$ cat src/rtl/dnsp_pkg.sv
package dnsp_pkg;

  // Parser phases
  localparam logic [3:0] PH_HEADER   = 4'd0;
  localparam logic [3:0] PH_NAME_LEN = 4'd1;
  localparam logic [3:0] PH_PTR2     = 4'd2;
  localparam logic [3:0] PH_LABEL    = 4'd3;
  localparam logic [3:0] PH_TYPE     = 4'd4;
  localparam logic [3:0] PH_CLASS    = 4'd5;
  localparam logic [3:0] PH_TTL      = 4'd6;
  localparam logic [3:0] PH_RDLEN    = 4'd7;
  localparam logic [3:0] PH_RDATA    = 4'd8;
  localparam logic [3:0] PH_DONE     = 4'd9;

  // Sections
  localparam logic [2:0] SEC_HEADER     = 3'd0;
  localparam logic [2:0] SEC_QUESTION   = 3'd1;
  localparam logic [2:0] SEC_ANSWER     = 3'd2;
  localparam logic [2:0] SEC_ADDITIONAL = 3'd4;
  localparam logic [2:0] SEC_AFTER      = 3'd5;

  // Field kinds
  localparam logic [3:0] KIND_COUNT_FIRST = 4'd2;
  localparam logic [3:0] KIND_COUNT_LAST  = 4'd5;
  localparam logic [3:0] KIND_LABEL_LEN   = 4'd6;
  localparam logic [3:0] KIND_LABEL_BYTE  = 4'd7;
  localparam logic [3:0] KIND_NAME_END    = 4'd8;
  localparam logic [3:0] KIND_POINTER     = 4'd9;
  localparam logic [3:0] KIND_TYPE        = 4'd10;
  localparam logic [3:0] KIND_RDATA       = 4'd14;
  localparam logic [3:0] KIND_TRAILING    = 4'd15;

  // Status codes
  localparam logic [1:0] STAT_PARSING  = 2'd0;
  localparam logic [1:0] STAT_COMPLETE = 2'd1;
  localparam logic [1:0] STAT_TRUNC    = 2'd2;
  localparam logic [1:0] STAT_SHORT    = 2'd3;

  localparam logic [1:0] PTR_MARK      = 2'b11;
  localparam logic [3:0] HEADER_BYTES  = 4'd12;
  localparam logic [2:0] TTL_BYTES     = 3'd4;
  localparam logic [2:0] SHORT_BYTES   = 3'd2;

  // Record types whose rdata holds a domain name
  localparam logic [31:0] RR_NS    = 32'd2;
  localparam logic [31:0] RR_CNAME = 32'd5;
  localparam logic [31:0] RR_SOA   = 32'd6;
  localparam logic [31:0] RR_PTR   = 32'd12;
  localparam logic [31:0] RR_MX    = 32'd15;

  typedef struct packed {
    logic [3:0]       phase;
    logic [2:0]       byte_in_field;
    logic [15:0]      bytes_left;
    logic [31:0]      acc;
    logic [3:0][15:0] counts;
    logic [2:0]       section;
    logic [15:0]      record;
    logic [3:0]       header_pos;
    logic             name_flag;
    logic             finished;
  } state_t;

  localparam state_t STATE_RESET = '0;

  typedef struct packed {
    logic [2:0]  section;
    logic [15:0] record_index;
    logic [3:0]  field_kind;
    logic        field_done;
    logic [31:0] field_value;
    logic        rdata_is_name;
    logic [1:0]  status;
  } result_t;

endpackage

$ cat src/rtl/dnsp_step.sv
module dnsp_step (
  input  dnsp_pkg::state_t  cur,
  input  logic [7:0]        in_byte,
  input  logic              last_byte,
  output dnsp_pkg::state_t  nxt,
  output dnsp_pkg::result_t res
);

  dnsp_pkg::state_t mid;
  logic        begin_req;
  logic [2:0]  begin_from;
  logic        end_rec;
  logic        found;
  logic [15:0] acc16;
  logic [31:0] acc_sh;
  logic [2:0]  bif_inc;
  logic [2:0]  need;
  logic [15:0] bl_dec;
  logic [3:0]  hp_inc;
  logic [1:0]  cnt_idx;
  logic [16:0] rec_inc;
  logic        fin_nxt;

  always_comb begin
    mid        = cur;
    begin_req  = 1'b0;
    begin_from = dnsp_pkg::SEC_QUESTION;
    end_rec    = 1'b0;
    found      = 1'b0;
    acc16      = {cur.acc[7:0], in_byte};
    acc_sh     = {cur.acc[23:0], in_byte};
    bif_inc    = cur.byte_in_field + 3'd1;
    need       = (cur.phase == dnsp_pkg::PH_TTL) ? dnsp_pkg::TTL_BYTES
                                                 : dnsp_pkg::SHORT_BYTES;
    bl_dec     = (cur.bytes_left != 16'd0) ? cur.bytes_left - 16'd1 : cur.bytes_left;
    hp_inc     = cur.header_pos + 4'd1;
    cnt_idx    = 2'(cur.section - 3'd1);
    rec_inc    = {1'b0, cur.record} + 17'd1;

    res.section       = cur.section;
    res.record_index  = cur.record;
    res.field_kind    = 4'd0;
    res.field_done    = 1'b0;
    res.field_value   = 32'd0;
    res.rdata_is_name = 1'b0;
    res.status        = dnsp_pkg::STAT_PARSING;

    case (cur.phase)
      dnsp_pkg::PH_HEADER: begin
        res.field_kind = {1'b0, cur.header_pos[3:1]};
        mid.header_pos = hp_inc;
        if (cur.header_pos[0]) begin
          res.field_done  = 1'b1;
          res.field_value = {16'd0, acc16};
          mid.acc         = 32'd0;
          for (int i = 0; i < 4; i++) begin
            if (res.field_kind == dnsp_pkg::KIND_COUNT_FIRST + 4'(i)) begin
              mid.counts[i] = acc16;
            end
          end
        end else begin
          mid.acc = {16'd0, acc16};
        end
        if (hp_inc >= dnsp_pkg::HEADER_BYTES) begin
          begin_req = 1'b1;
        end
      end
      dnsp_pkg::PH_NAME_LEN: begin
        if (in_byte == 8'd0) begin
          res.field_kind    = dnsp_pkg::KIND_NAME_END;
          res.field_done    = 1'b1;
          mid.phase         = dnsp_pkg::PH_TYPE;
          mid.byte_in_field = 3'd0;
          mid.acc           = 32'd0;
        end else if (in_byte[7:6] == dnsp_pkg::PTR_MARK) begin
          res.field_kind = dnsp_pkg::KIND_POINTER;
          mid.acc        = {24'd0, in_byte};
          mid.phase      = dnsp_pkg::PH_PTR2;
        end else begin
          res.field_kind  = dnsp_pkg::KIND_LABEL_LEN;
          res.field_done  = 1'b1;
          res.field_value = {24'd0, in_byte};
          mid.bytes_left  = {8'd0, in_byte};
          mid.phase       = dnsp_pkg::PH_LABEL;
        end
      end
      dnsp_pkg::PH_PTR2: begin
        res.field_kind    = dnsp_pkg::KIND_POINTER;
        res.field_done    = 1'b1;
        res.field_value   = {18'd0, cur.acc[5:0], in_byte};
        mid.acc           = 32'd0;
        mid.byte_in_field = 3'd0;
        mid.phase         = dnsp_pkg::PH_TYPE;
      end
      dnsp_pkg::PH_LABEL: begin
        res.field_kind  = dnsp_pkg::KIND_LABEL_BYTE;
        res.field_done  = 1'b1;
        res.field_value = {24'd0, in_byte};
        mid.bytes_left  = bl_dec;
        if (bl_dec == 16'd0) begin
          mid.phase = dnsp_pkg::PH_NAME_LEN;
        end
      end
      dnsp_pkg::PH_TYPE, dnsp_pkg::PH_CLASS, dnsp_pkg::PH_TTL, dnsp_pkg::PH_RDLEN: begin
        res.field_kind = dnsp_pkg::KIND_TYPE + (cur.phase - dnsp_pkg::PH_TYPE);
        if (bif_inc >= need) begin
          res.field_done    = 1'b1;
          res.field_value   = acc_sh;
          mid.acc           = 32'd0;
          mid.byte_in_field = 3'd0;
          case (cur.phase)
            dnsp_pkg::PH_TYPE: begin
              if (cur.section >= dnsp_pkg::SEC_ANSWER) begin
                mid.name_flag = (acc_sh == dnsp_pkg::RR_NS) || (acc_sh == dnsp_pkg::RR_CNAME) ||
                                (acc_sh == dnsp_pkg::RR_SOA) || (acc_sh == dnsp_pkg::RR_PTR) ||
                                (acc_sh == dnsp_pkg::RR_MX);
              end
              mid.phase = dnsp_pkg::PH_CLASS;
            end
            dnsp_pkg::PH_CLASS: begin
              if (cur.section == dnsp_pkg::SEC_QUESTION) begin
                end_rec = 1'b1;
              end else begin
                mid.phase = dnsp_pkg::PH_TTL;
              end
            end
            dnsp_pkg::PH_TTL: begin
              mid.phase = dnsp_pkg::PH_RDLEN;
            end
            default: begin
              mid.bytes_left = acc_sh[15:0];
              if (acc_sh == 32'd0) begin
                end_rec = 1'b1;
              end else begin
                mid.phase = dnsp_pkg::PH_RDATA;
              end
            end
          endcase
        end else begin
          mid.acc           = acc_sh;
          mid.byte_in_field = bif_inc;
        end
      end
      dnsp_pkg::PH_RDATA: begin
        res.field_kind  = dnsp_pkg::KIND_RDATA;
        res.field_done  = 1'b1;
        res.field_value = {24'd0, in_byte};
        mid.bytes_left  = bl_dec;
        if (bl_dec == 16'd0) begin
          end_rec = 1'b1;
        end
      end
      default: begin
        res.section      = dnsp_pkg::SEC_AFTER;
        res.record_index = 16'd0;
        res.field_kind   = dnsp_pkg::KIND_TRAILING;
      end
    endcase

    if (!cur.finished && res.section >= dnsp_pkg::SEC_ANSWER &&
        res.section <= dnsp_pkg::SEC_ADDITIONAL) begin
      res.rdata_is_name = mid.name_flag;
    end

    // Close the record: next record of this section, or move on
    if (end_rec) begin
      if (cur.section >= dnsp_pkg::SEC_QUESTION && cur.section <= dnsp_pkg::SEC_ADDITIONAL) begin
        if (rec_inc < {1'b0, mid.counts[cnt_idx]}) begin
          mid.record    = rec_inc[15:0];
          mid.phase     = dnsp_pkg::PH_NAME_LEN;
          mid.name_flag = 1'b0;
        end else begin
          begin_req  = 1'b1;
          begin_from = cur.section + 3'd1;
        end
      end else begin
        begin_req  = 1'b1;
        begin_from = dnsp_pkg::SEC_AFTER;
      end
    end

    // Skip empty sections
    if (begin_req) begin
      mid.record    = 16'd0;
      mid.name_flag = 1'b0;
      for (int s = 1; s <= 4; s++) begin
        if (!found && 3'(s) >= begin_from && mid.counts[s-1] != 16'd0) begin
          found       = 1'b1;
          mid.section = 3'(s);
          mid.phase   = dnsp_pkg::PH_NAME_LEN;
        end
      end
      if (!found) begin
        mid.section  = dnsp_pkg::SEC_AFTER;
        mid.phase    = dnsp_pkg::PH_DONE;
        mid.finished = 1'b1;
      end
    end

    fin_nxt = mid.finished;
    if (cur.finished || fin_nxt) begin
      res.status = dnsp_pkg::STAT_COMPLETE;
    end else if (last_byte) begin
      res.status = (mid.phase == dnsp_pkg::PH_HEADER) ? dnsp_pkg::STAT_SHORT
                                                      : dnsp_pkg::STAT_TRUNC;
    end

    nxt = last_byte ? dnsp_pkg::STATE_RESET : mid;
  end

endmodule

$ cat src/rtl/dns_message_byte_parser_core.sv
// Output: a byte accepted at a clock edge shows its result word on out_* after that same edge,
//   computed from the parse state register and loaded into the result register.
// Throughput: one byte per cycle; in_tready stays high while the result register is empty
//   or is being drained in the same cycle.
// Reset: synchronous, active low; clears the parse state to the header phase and empties
//   the result register. A byte with in_tlast set returns the parser to that same state.
module dns_message_byte_parser_core (
  input  logic        clk,
  input  logic        rst_n,
  input  logic        in_tvalid,
  output logic        in_tready,
  input  logic [7:0]  in_tdata,   // [7:0] in_byte
  input  logic        in_tlast,   // last_byte
  output logic        out_tvalid,
  input  logic        out_tready,
  output logic [47:0] out_tdata,  // [15:0] record_index, [47:16] field_value
  output logic [10:0] out_tuser   // [2:0] section, [6:3] field_kind, [7] field_done,
                                  // [8] rdata_is_name, [10:9] status
);

  // Parse state: header position, phase within a record, counts, record index
  dnsp_pkg::state_t  state_r;
  dnsp_pkg::state_t  state_nxt;
  dnsp_pkg::result_t step_res;

  logic        out_tvalid_r;
  logic [47:0] out_tdata_r;
  logic [10:0] out_tuser_r;
  logic        in_fire;

  // Take a new byte whenever the result register is free or drains this cycle
  assign in_tready = !out_tvalid_r || out_tready;
  assign in_fire   = in_tvalid && in_tready;

  // Whole per-byte update: decode the byte against the state in one pass
  dnsp_step u_step (
    .cur       (state_r),
    .in_byte   (in_tdata),
    .last_byte (in_tlast),
    .nxt       (state_nxt),
    .res       (step_res)
  );

  // Advance the parse state only on an accepted byte
  always_ff @(posedge clk) begin
    if (!rst_n) begin
      state_r <= dnsp_pkg::STATE_RESET;
    end else if (in_fire) begin
      state_r <= state_nxt;
    end
  end

  // Result register: load on accept, drop valid once the word is taken
  always_ff @(posedge clk) begin
    if (!rst_n) begin
      out_tvalid_r <= 1'b0;
    end else if (in_fire) begin
      out_tvalid_r <= 1'b1;
    end else if (out_tready) begin
      out_tvalid_r <= 1'b0;
    end
  end

  // Payload holds while stalled; no reset needed
  always_ff @(posedge clk) begin
    if (in_fire) begin
      out_tdata_r <= {step_res.field_value, step_res.record_index};
      out_tuser_r <= {step_res.status, step_res.rdata_is_name, step_res.field_done,
                      step_res.field_kind, step_res.section};
    end
  end

  assign out_tvalid = out_tvalid_r;
  assign out_tdata  = out_tdata_r;
  assign out_tuser  = out_tuser_r;

endmodule
$ cat config.mk
export PLATFORM = sky130hd
export DESIGN_NAME = dns_message_byte_parser_core
export DESIGN_NICKNAME = d
export VERILOG_FILES = /design/src/rtl/dnsp_pkg.sv /design/src/rtl/dnsp_step.sv /design/src/rtl/dns_message_byte_parser_core.sv
export SDC_FILE = /design/constraint.sdc
export NUM_CORES = 1
export LEC_CHECK = 0
export BUFFER_PORTS_ARGS = -buffer_cell sky130_fd_sc_hd__buf_2
export CAP_MARGIN = 20
export CORE_ASPECT_RATIO = 0.8
export CORE_MARGIN = 3
export CORE_UTILIZATION = 40
export CTS_CLUSTER_SIZE = 14
export DETAILED_ROUTE_END_ITERATION = 7
export PLACE_DENSITY = 0.55
export SYNTH_ARGS = -nofsm -noshare
export SYNTH_HDL_FRONTEND = slang
export SYNTH_SLANG_ARGS = --single-unit
export TNS_END_PERCENT = 20
$ cat constraint.sdc
create_clock -name clk -period 11.35 [get_ports clk]
set_input_delay 0.5675 -clock clk [delete_from_list [all_inputs] [get_ports clk]]
set_output_delay 0.5675 -clock clk [all_outputs]
set_load 0.005 [all_outputs]
== Word-level counts from Yosys, hierarchy flattened ==
Index checks and enable logic that the tools add are counted.
Operators by class
  bitwise logic cells: 1
  reductions and logical operators: 53
  $add $sub $neg: 8
  muxes and demuxes: 95
  eq/ne operators: 26
  order comparisons: 13
Operator list (number)
  16-bit two-way mux: 14
  33-bit one-hot mux with 5 select lines: 1
  144-bit two-way mux: 1
  32-bit two-way mux: 4
  64-bit two-way mux: 2
  32-bit one-hot mux with 4 select lines: 1
  33-bit two-way mux: 3
  16-bit nonzero test: 5
  32-bit by 3-bit equality test with 1-bit output, second input constant: 2
  32-bit by 4-bit equality test with 1-bit output, second input constant: 2
  4-bit two-way mux: 16
  16-bit one-hot mux with 3 select lines: 1
  19-bit two-way mux: 2
  3-bit two-way mux: 11
  16-bit binary-select mux with 2-bit select: 1
  32-bit by 2-bit equality test with 1-bit output, second input constant: 1
  32-bit zero test: 1
  1-bit two-way mux: 30
  4-bit one-hot mux with 6 select lines: 1
  16-bit by 1-bit adder with 17-bit output, second input constant: 1
  17-bit by 16-bit < comparator with 1-bit output: 1
  4-bit by 3-bit equality test with 1-bit output, second input constant: 4
  16-bit zero test: 1
  4-bit one-hot mux with 4 select lines: 1
  49 further kinds: 89
Storage, ports and cells
  register bits after elaboration: 196
  input bits: 13
  output and inout bits: 61
  word-level logic and storage cells: 216

== Depth between registers and ports, before layout ==
  depth after elaboration: 34
  mapped depth: 21
  depth with buffers taken out: 17

== Cells and area by module ==
A second synthesis with hierarchy kept.
Second synthesis, totals
  cells, all modules: 1703
  area, all modules: 13435.4 sq um
By module, submodules not included
  dns_message_byte_parser_core: cells an instance 688, times used 1, sequential area each 4674.5 sq um, area an instance 7478.4 sq um
  dnsp_step: cells an instance 1015, times used 1, sequential area each 0.0 sq um, area an instance 5957.0 sq um

== Worst setup path before layout ==
OpenSTA, ideal clock, no wires.
  path type: register -> register
  start: register state_r[22] in the netlist's numbering
  end: register out_tuser_r[9] (netlist: out_tuser[9]) (data pin)
  library setup time: 0.266 ns
  slack: 6.262 ns
  data arrival time: 4.822 ns
  path buffers: 3
  clock period less this slack: 5.088 ns
  stages on the path, launching flop included: 20
  data required time: 11.084 ns
  path through: dfxtp_1 > clkbuf_1 > inv_1 > ha_1 > clkbuf_1 > nor2_1 > a21oi_1 > clkbuf_1 > nor2_1 > nor3_1 > a21oi_1 > ha_1 > nand4_1 > or4_1 > a311o_1 > nor4b_1 > nor3_1 > or4_1 > a32oi_1 > o21ai_0
Between the ends
  longest elaborated chain between the ends: 31
  elaborated cells between the ends (all ways): 60
  those cells by class: add/sub (2); order compare (7); eq/ne (1); mux (37); reduce/logical (13)
Ends and longest elaborated chain
  from (decl): RTL line dns_message_byte_parser_core.sv:22  | dnsp_pkg::state_t state_r;
  from (signal assigned): RTL line dns_message_byte_parser_core.sv:47  | state_r <= dnsp_pkg::STATE_RESET;
  from (signal assigned): RTL line dns_message_byte_parser_core.sv:49  | state_r <= state_nxt;
  2-bit by 1-bit subtractor with 2-bit output: RTL line dnsp_step.sv:37  | cnt_idx = 2'(cur.section - 3'd1);
  16-bit binary-select mux with 2-bit select: RTL line dnsp_step.sv:168  | if (rec_inc < {1'b0, mid.counts[cnt_idx]}) begin
  16-bit two-way mux (not written as such): RTL line dnsp_step.sv:168
  17-bit by 16-bit < comparator with 1-bit output: RTL line dnsp_step.sv:168
  3-bit two-way mux: RTL line dnsp_step.sv:168
  3-bit two-way mux: RTL line dnsp_step.sv:167  | if (cur.section >= dnsp_pkg::SEC_QUESTION && cur.section <= dnsp_pkg::SEC_ADDITIONAL) begin
  3-bit two-way mux: RTL line dnsp_step.sv:166  | if (end_rec) begin
  1-bit by 3-bit greater-or-equal comparator with 1-bit output: RTL line dnsp_step.sv:187  | if (!found && 3'(s) >= begin_from && mid.counts[s-1] != 16'd0) begin
  (+14 left out)
  1-bit logical AND (2 in series): RTL line dnsp_step.sv:187
  1-bit two-way mux: RTL line dnsp_step.sv:187
  1-bit two-way mux: RTL line dnsp_step.sv:183  | if (begin_req) begin
  4-bit two-way mux: RTL line dnsp_step.sv:193  | if (!found) begin
  4-bit two-way mux: RTL line dnsp_step.sv:183
  4-bit zero test: RTL line dnsp_step.sv:204  | res.status = (mid.phase == dnsp_pkg::PH_HEADER) ? dnsp_pkg::STAT_SHORT
  1-bit two-way mux: RTL line dnsp_step.sv:204
  1-bit two-way mux: RTL line dnsp_step.sv:203  | end else if (last_byte) begin
  to (signal assigned): RTL line dns_message_byte_parser_core.sv:68  | out_tuser_r <= {step_res.status, step_res.rdata_is_name, step_res.field_done,
  to (decl): RTL line dns_message_byte_parser_core.sv:28  | logic [10:0] out_tuser_r;
Several ways; a longest one is shown, not always the timed one. The select of a mux whose other input is x is not followed.
A chain may end at the register's enable or synchronous reset.

== Final worst setup path ==
Ends and elaborated chain as after synthesis.

==> out/metrics.csv <==
metric;value;unit
Comb pwr share;0.055;
Hold Fails Final Rpt;0;
Max Clk Rate;0.167;GHz
RSZ-0062 raised after global routing;no;
worst-path maximum fanout;39;
highest-count cells in the layout ignoring fill and taps;207 x nor2_1, 137 x dfxtp_1, 88 x a22oi_1, 87 x a21oi_1, 73 x buf_2;
main area contributors after synthesis;dfxtp_1 27%, edfxtp_1 17%, nor2_1 7.5%, a22oi_1 6.4%, a21oi_1 4.2%;
most used cell, CP;o21ai_0;
crit path max-delay cell type;nand2b_1;
Worst-Margin Slew;0.959;ns
max incr delay on CP;0.64;ns
Core Util, Final;0.465;
largest net degree at the start of global routing;103;
placer congestion estimate;0.921;
hold bufs inserted after CTS;0;
Via Count;9432;
area delta synth->final;12.1;%
Net Sw Frac;0.244;
CP delay by family, top;simple AND/OR/NAND/NOR gates;
Max Slew Vio Count;0;
IO Count;74;
min Tclk post-route;5.98;ns
Net Count, Synth;1225;
Post-Syn Area per Cell;8.68;sq um
ratio of cells with drive above 1 in the final layout;0.131;
Die W;185;um
Via density;6.05;
Static Leakage;4.54;nW
Final setup viols;0;
Final ANT Viol Nets;0;
Clock power frac;0.423;
worst-skew pair later-pin latency;0.44;ns
Port Buffers;73;
DIE AREA;27700;sq um
Placed Instance Area;10900;sq um
CTS Root Cell;clkbuf_16;
global-route usage over all layers;0.236;
Slew Limit Headroom;0.356;
Final Skew;0.00945;ns
CTS clk-pin slew, worst paths;0.07;ns
period utilization;0.527;
post-synthesis register bit count;196;
CTS Sinks;196;
setup TNS;0;ns
Worst VDD drop;99.6;uV
EDFF count, synth;59;
Syn Std Cell Area;10300;sq um
most common cell after layout, fill and taps aside;nor2_1;
area share of the largest cell type after synthesis;0.266;
synth warn;0;
Worst Setup End Kind;flop;
CP arrival;6.15;ns
Std-Cell Rows;51;
Crit Path Class;reg -> reg;
Initial Util;0.415;
outcome;complete, no violations;
total congestion overflow;0;
Die Height;150;um
NetSw;0.347;mW
DR WL/cell;20.9;um
Top FF cell, synth;dfxtp_1;
required time of the critical path;11.52;ns
core area;24800;sq um
final instance area;11500;sq um
maxcap violations;0;
post-synthesis sequential area ratio;0.438;
# H-tree levels;4;
setup bufs post-CTS;0;
ys async rst share;0;
hold crit path type;in -> reg;
hpwl dp;22.3;mm
Synth Instances;1187;
fin nets;1267;
distinct cell type count after synthesis;84;
vias in the first global route;8410;
CTS resizes;0;
post-synth top area cell;dfxtp_1;
Power Dens Cells;123;nW/um^2
TritonCTS Buffers;17;
1st-iter DRT viols;1006;
worst path bufs/invs;2;
CTS tree;yes;
WHS;0.371;ns
sequential power share;0.522;
Clock Path Buffers;2;
DR pass1 iterations;6;
Critical Path Start Type;flop;
diodes inserted;0;
initial antenna violation count;0;
first-pass GRT wire length;50.3;mm
DRC Markers;0;
drt total wl;32.6;mm
Int Pwr;1.07;mW
critical path, cell by cell;buf_4 -> inv_1 -> ha_1 -> nand2b_1 -> o22ai_1 -> o21ai_0 -> o21ai_0 -> ha_1 -> nand4_1 -> or4_1 -> a311o_1 -> nor4b_1 -> nor3_1 -> or4_1 -> a32oi_1 -> o21ai_0;
layout make-up:
class                           count  area (sq um)
Clock buffer                       20           457
Clock inverter                     11           116
Fill cell                        2393         13300
Inverter                           27           103
Multi-Input combinational cell    891          5400
Sequential cell                   196          4510
Tap cell                          318           398
Timing Repair Buffer               96           559
worst register-to-register path: stages, from the launching register on:
cell      delay, ns
dfxtp_1        0.31
buf_4          0.34
inv_1          0.20
ha_1           0.59
nand2b_1       0.65
o22ai_1        0.30
o21ai_0        0.20
o21ai_0        0.14
ha_1           0.30
nand4_1        0.17
or4_1          0.60
a311o_1        0.34
nor4b_1        0.40
nor3_1         0.11
or4_1          0.56
a32oi_1        0.35
o21ai_0        0.17
metal layers:
layer,vias up,global-route usage,part of all wire
li1,4488,-,-
met1,4529,0.383,0.52
met2,392,0.318,0.40
met3,23,0.0440,0.074
met4,0,0.0499,0.010
met5,-,0,0
logic make-up (layout without fill, tap and decap cells):
kind of cell | after synthesis | count (layout) | synth area share
AO/OA/AOI/OAI | 327 | 327 | 0.217
adder cells (fa/ha/maj) | 25 | 25 | 0.0304
multiplexers | 12 | 12 | 0.0120
XOR/XNOR | 22 | 22 | 0.0187
AND/OR/NAND/NOR | 505 | 505 | 0.245
buffers and inverters | 100 | 154 | 0.0386
flip-flops | 196 | 196 | 0.438
synthesized netlist by cell type, types with 22 or more instances:
| cell | n |
|---|---|
| nor2b_1 | 22 |
| and2_1 | 24 |
| nor4_1 | 31 |
| ha_1 | 25 |
| clkbuf_1 | 67 |
| nand3_1 | 27 |
| inv_1 | 23 |
| nor3_1 | 33 |
| nand2_1 | 64 |
| dfxtp_1 | 137 |
| a22oi_1 | 88 |
| edfxtp_1 | 59 |
| o21ai_0 | 23 |
| a21oi_1 | 87 |
| o22ai_1 | 31 |
| nor2_1 | 207 |
registers in the layout, indices dropped and copies added, names as in the netlist:
signal      flops
out_tvalid      1
out_tuser      11
state_r       136
out_tdata      48
through the flow:
| step | worst slack (ns) | total power [mW] | std cells |
|---|---|---|---|
| after floorplan | 6.26 | 0.795 | 1187 |
| after global routing | 5.06 | 1.47 | 1559 |
| after CTS | 5.37 | 1.43 | 1554 |
| after global placement | 5.61 | 0.833 | 1523 |
| after detailed placement | 5.38 | 0.833 | 1523 |
| final | 5.37 | 1.42 | 1559 |
worst paths after layout:
path	from	end	slack, ns	depth (start not counted)
setup reg to reg	state_r[22]$_SDFFE_PN0P_	out_tuser[9]$_SDFFCE_PP1P_	5.37	16
hold reg to reg	state_r[105]$_SDFFE_PN0P_	state_r[105]$_SDFFE_PN0P_	0.46	2
hold / removal	in_tvalid	out_tvalid$_SDFFE_PN0P_	0.37	3
setup / recovery	state_r[22]$_SDFFE_PN0P_	out_tuser[9]$_SDFFCE_PP1P_	5.37	16
power by group through the flow:
stage,clock network (mW),registers [mW],logic [mW]
2_1_floorplan,0,0.756,0.0391
3_3_place_gp,0,0.757,0.0759
3_5_place_dp,0,0.757,0.0756
4_1_cts,0.614,0.741,0.0760
5_1_grt,0.644,0.742,0.0840
6_report,0.601,0.741,0.0779
(Power assumes the default switching activity.)
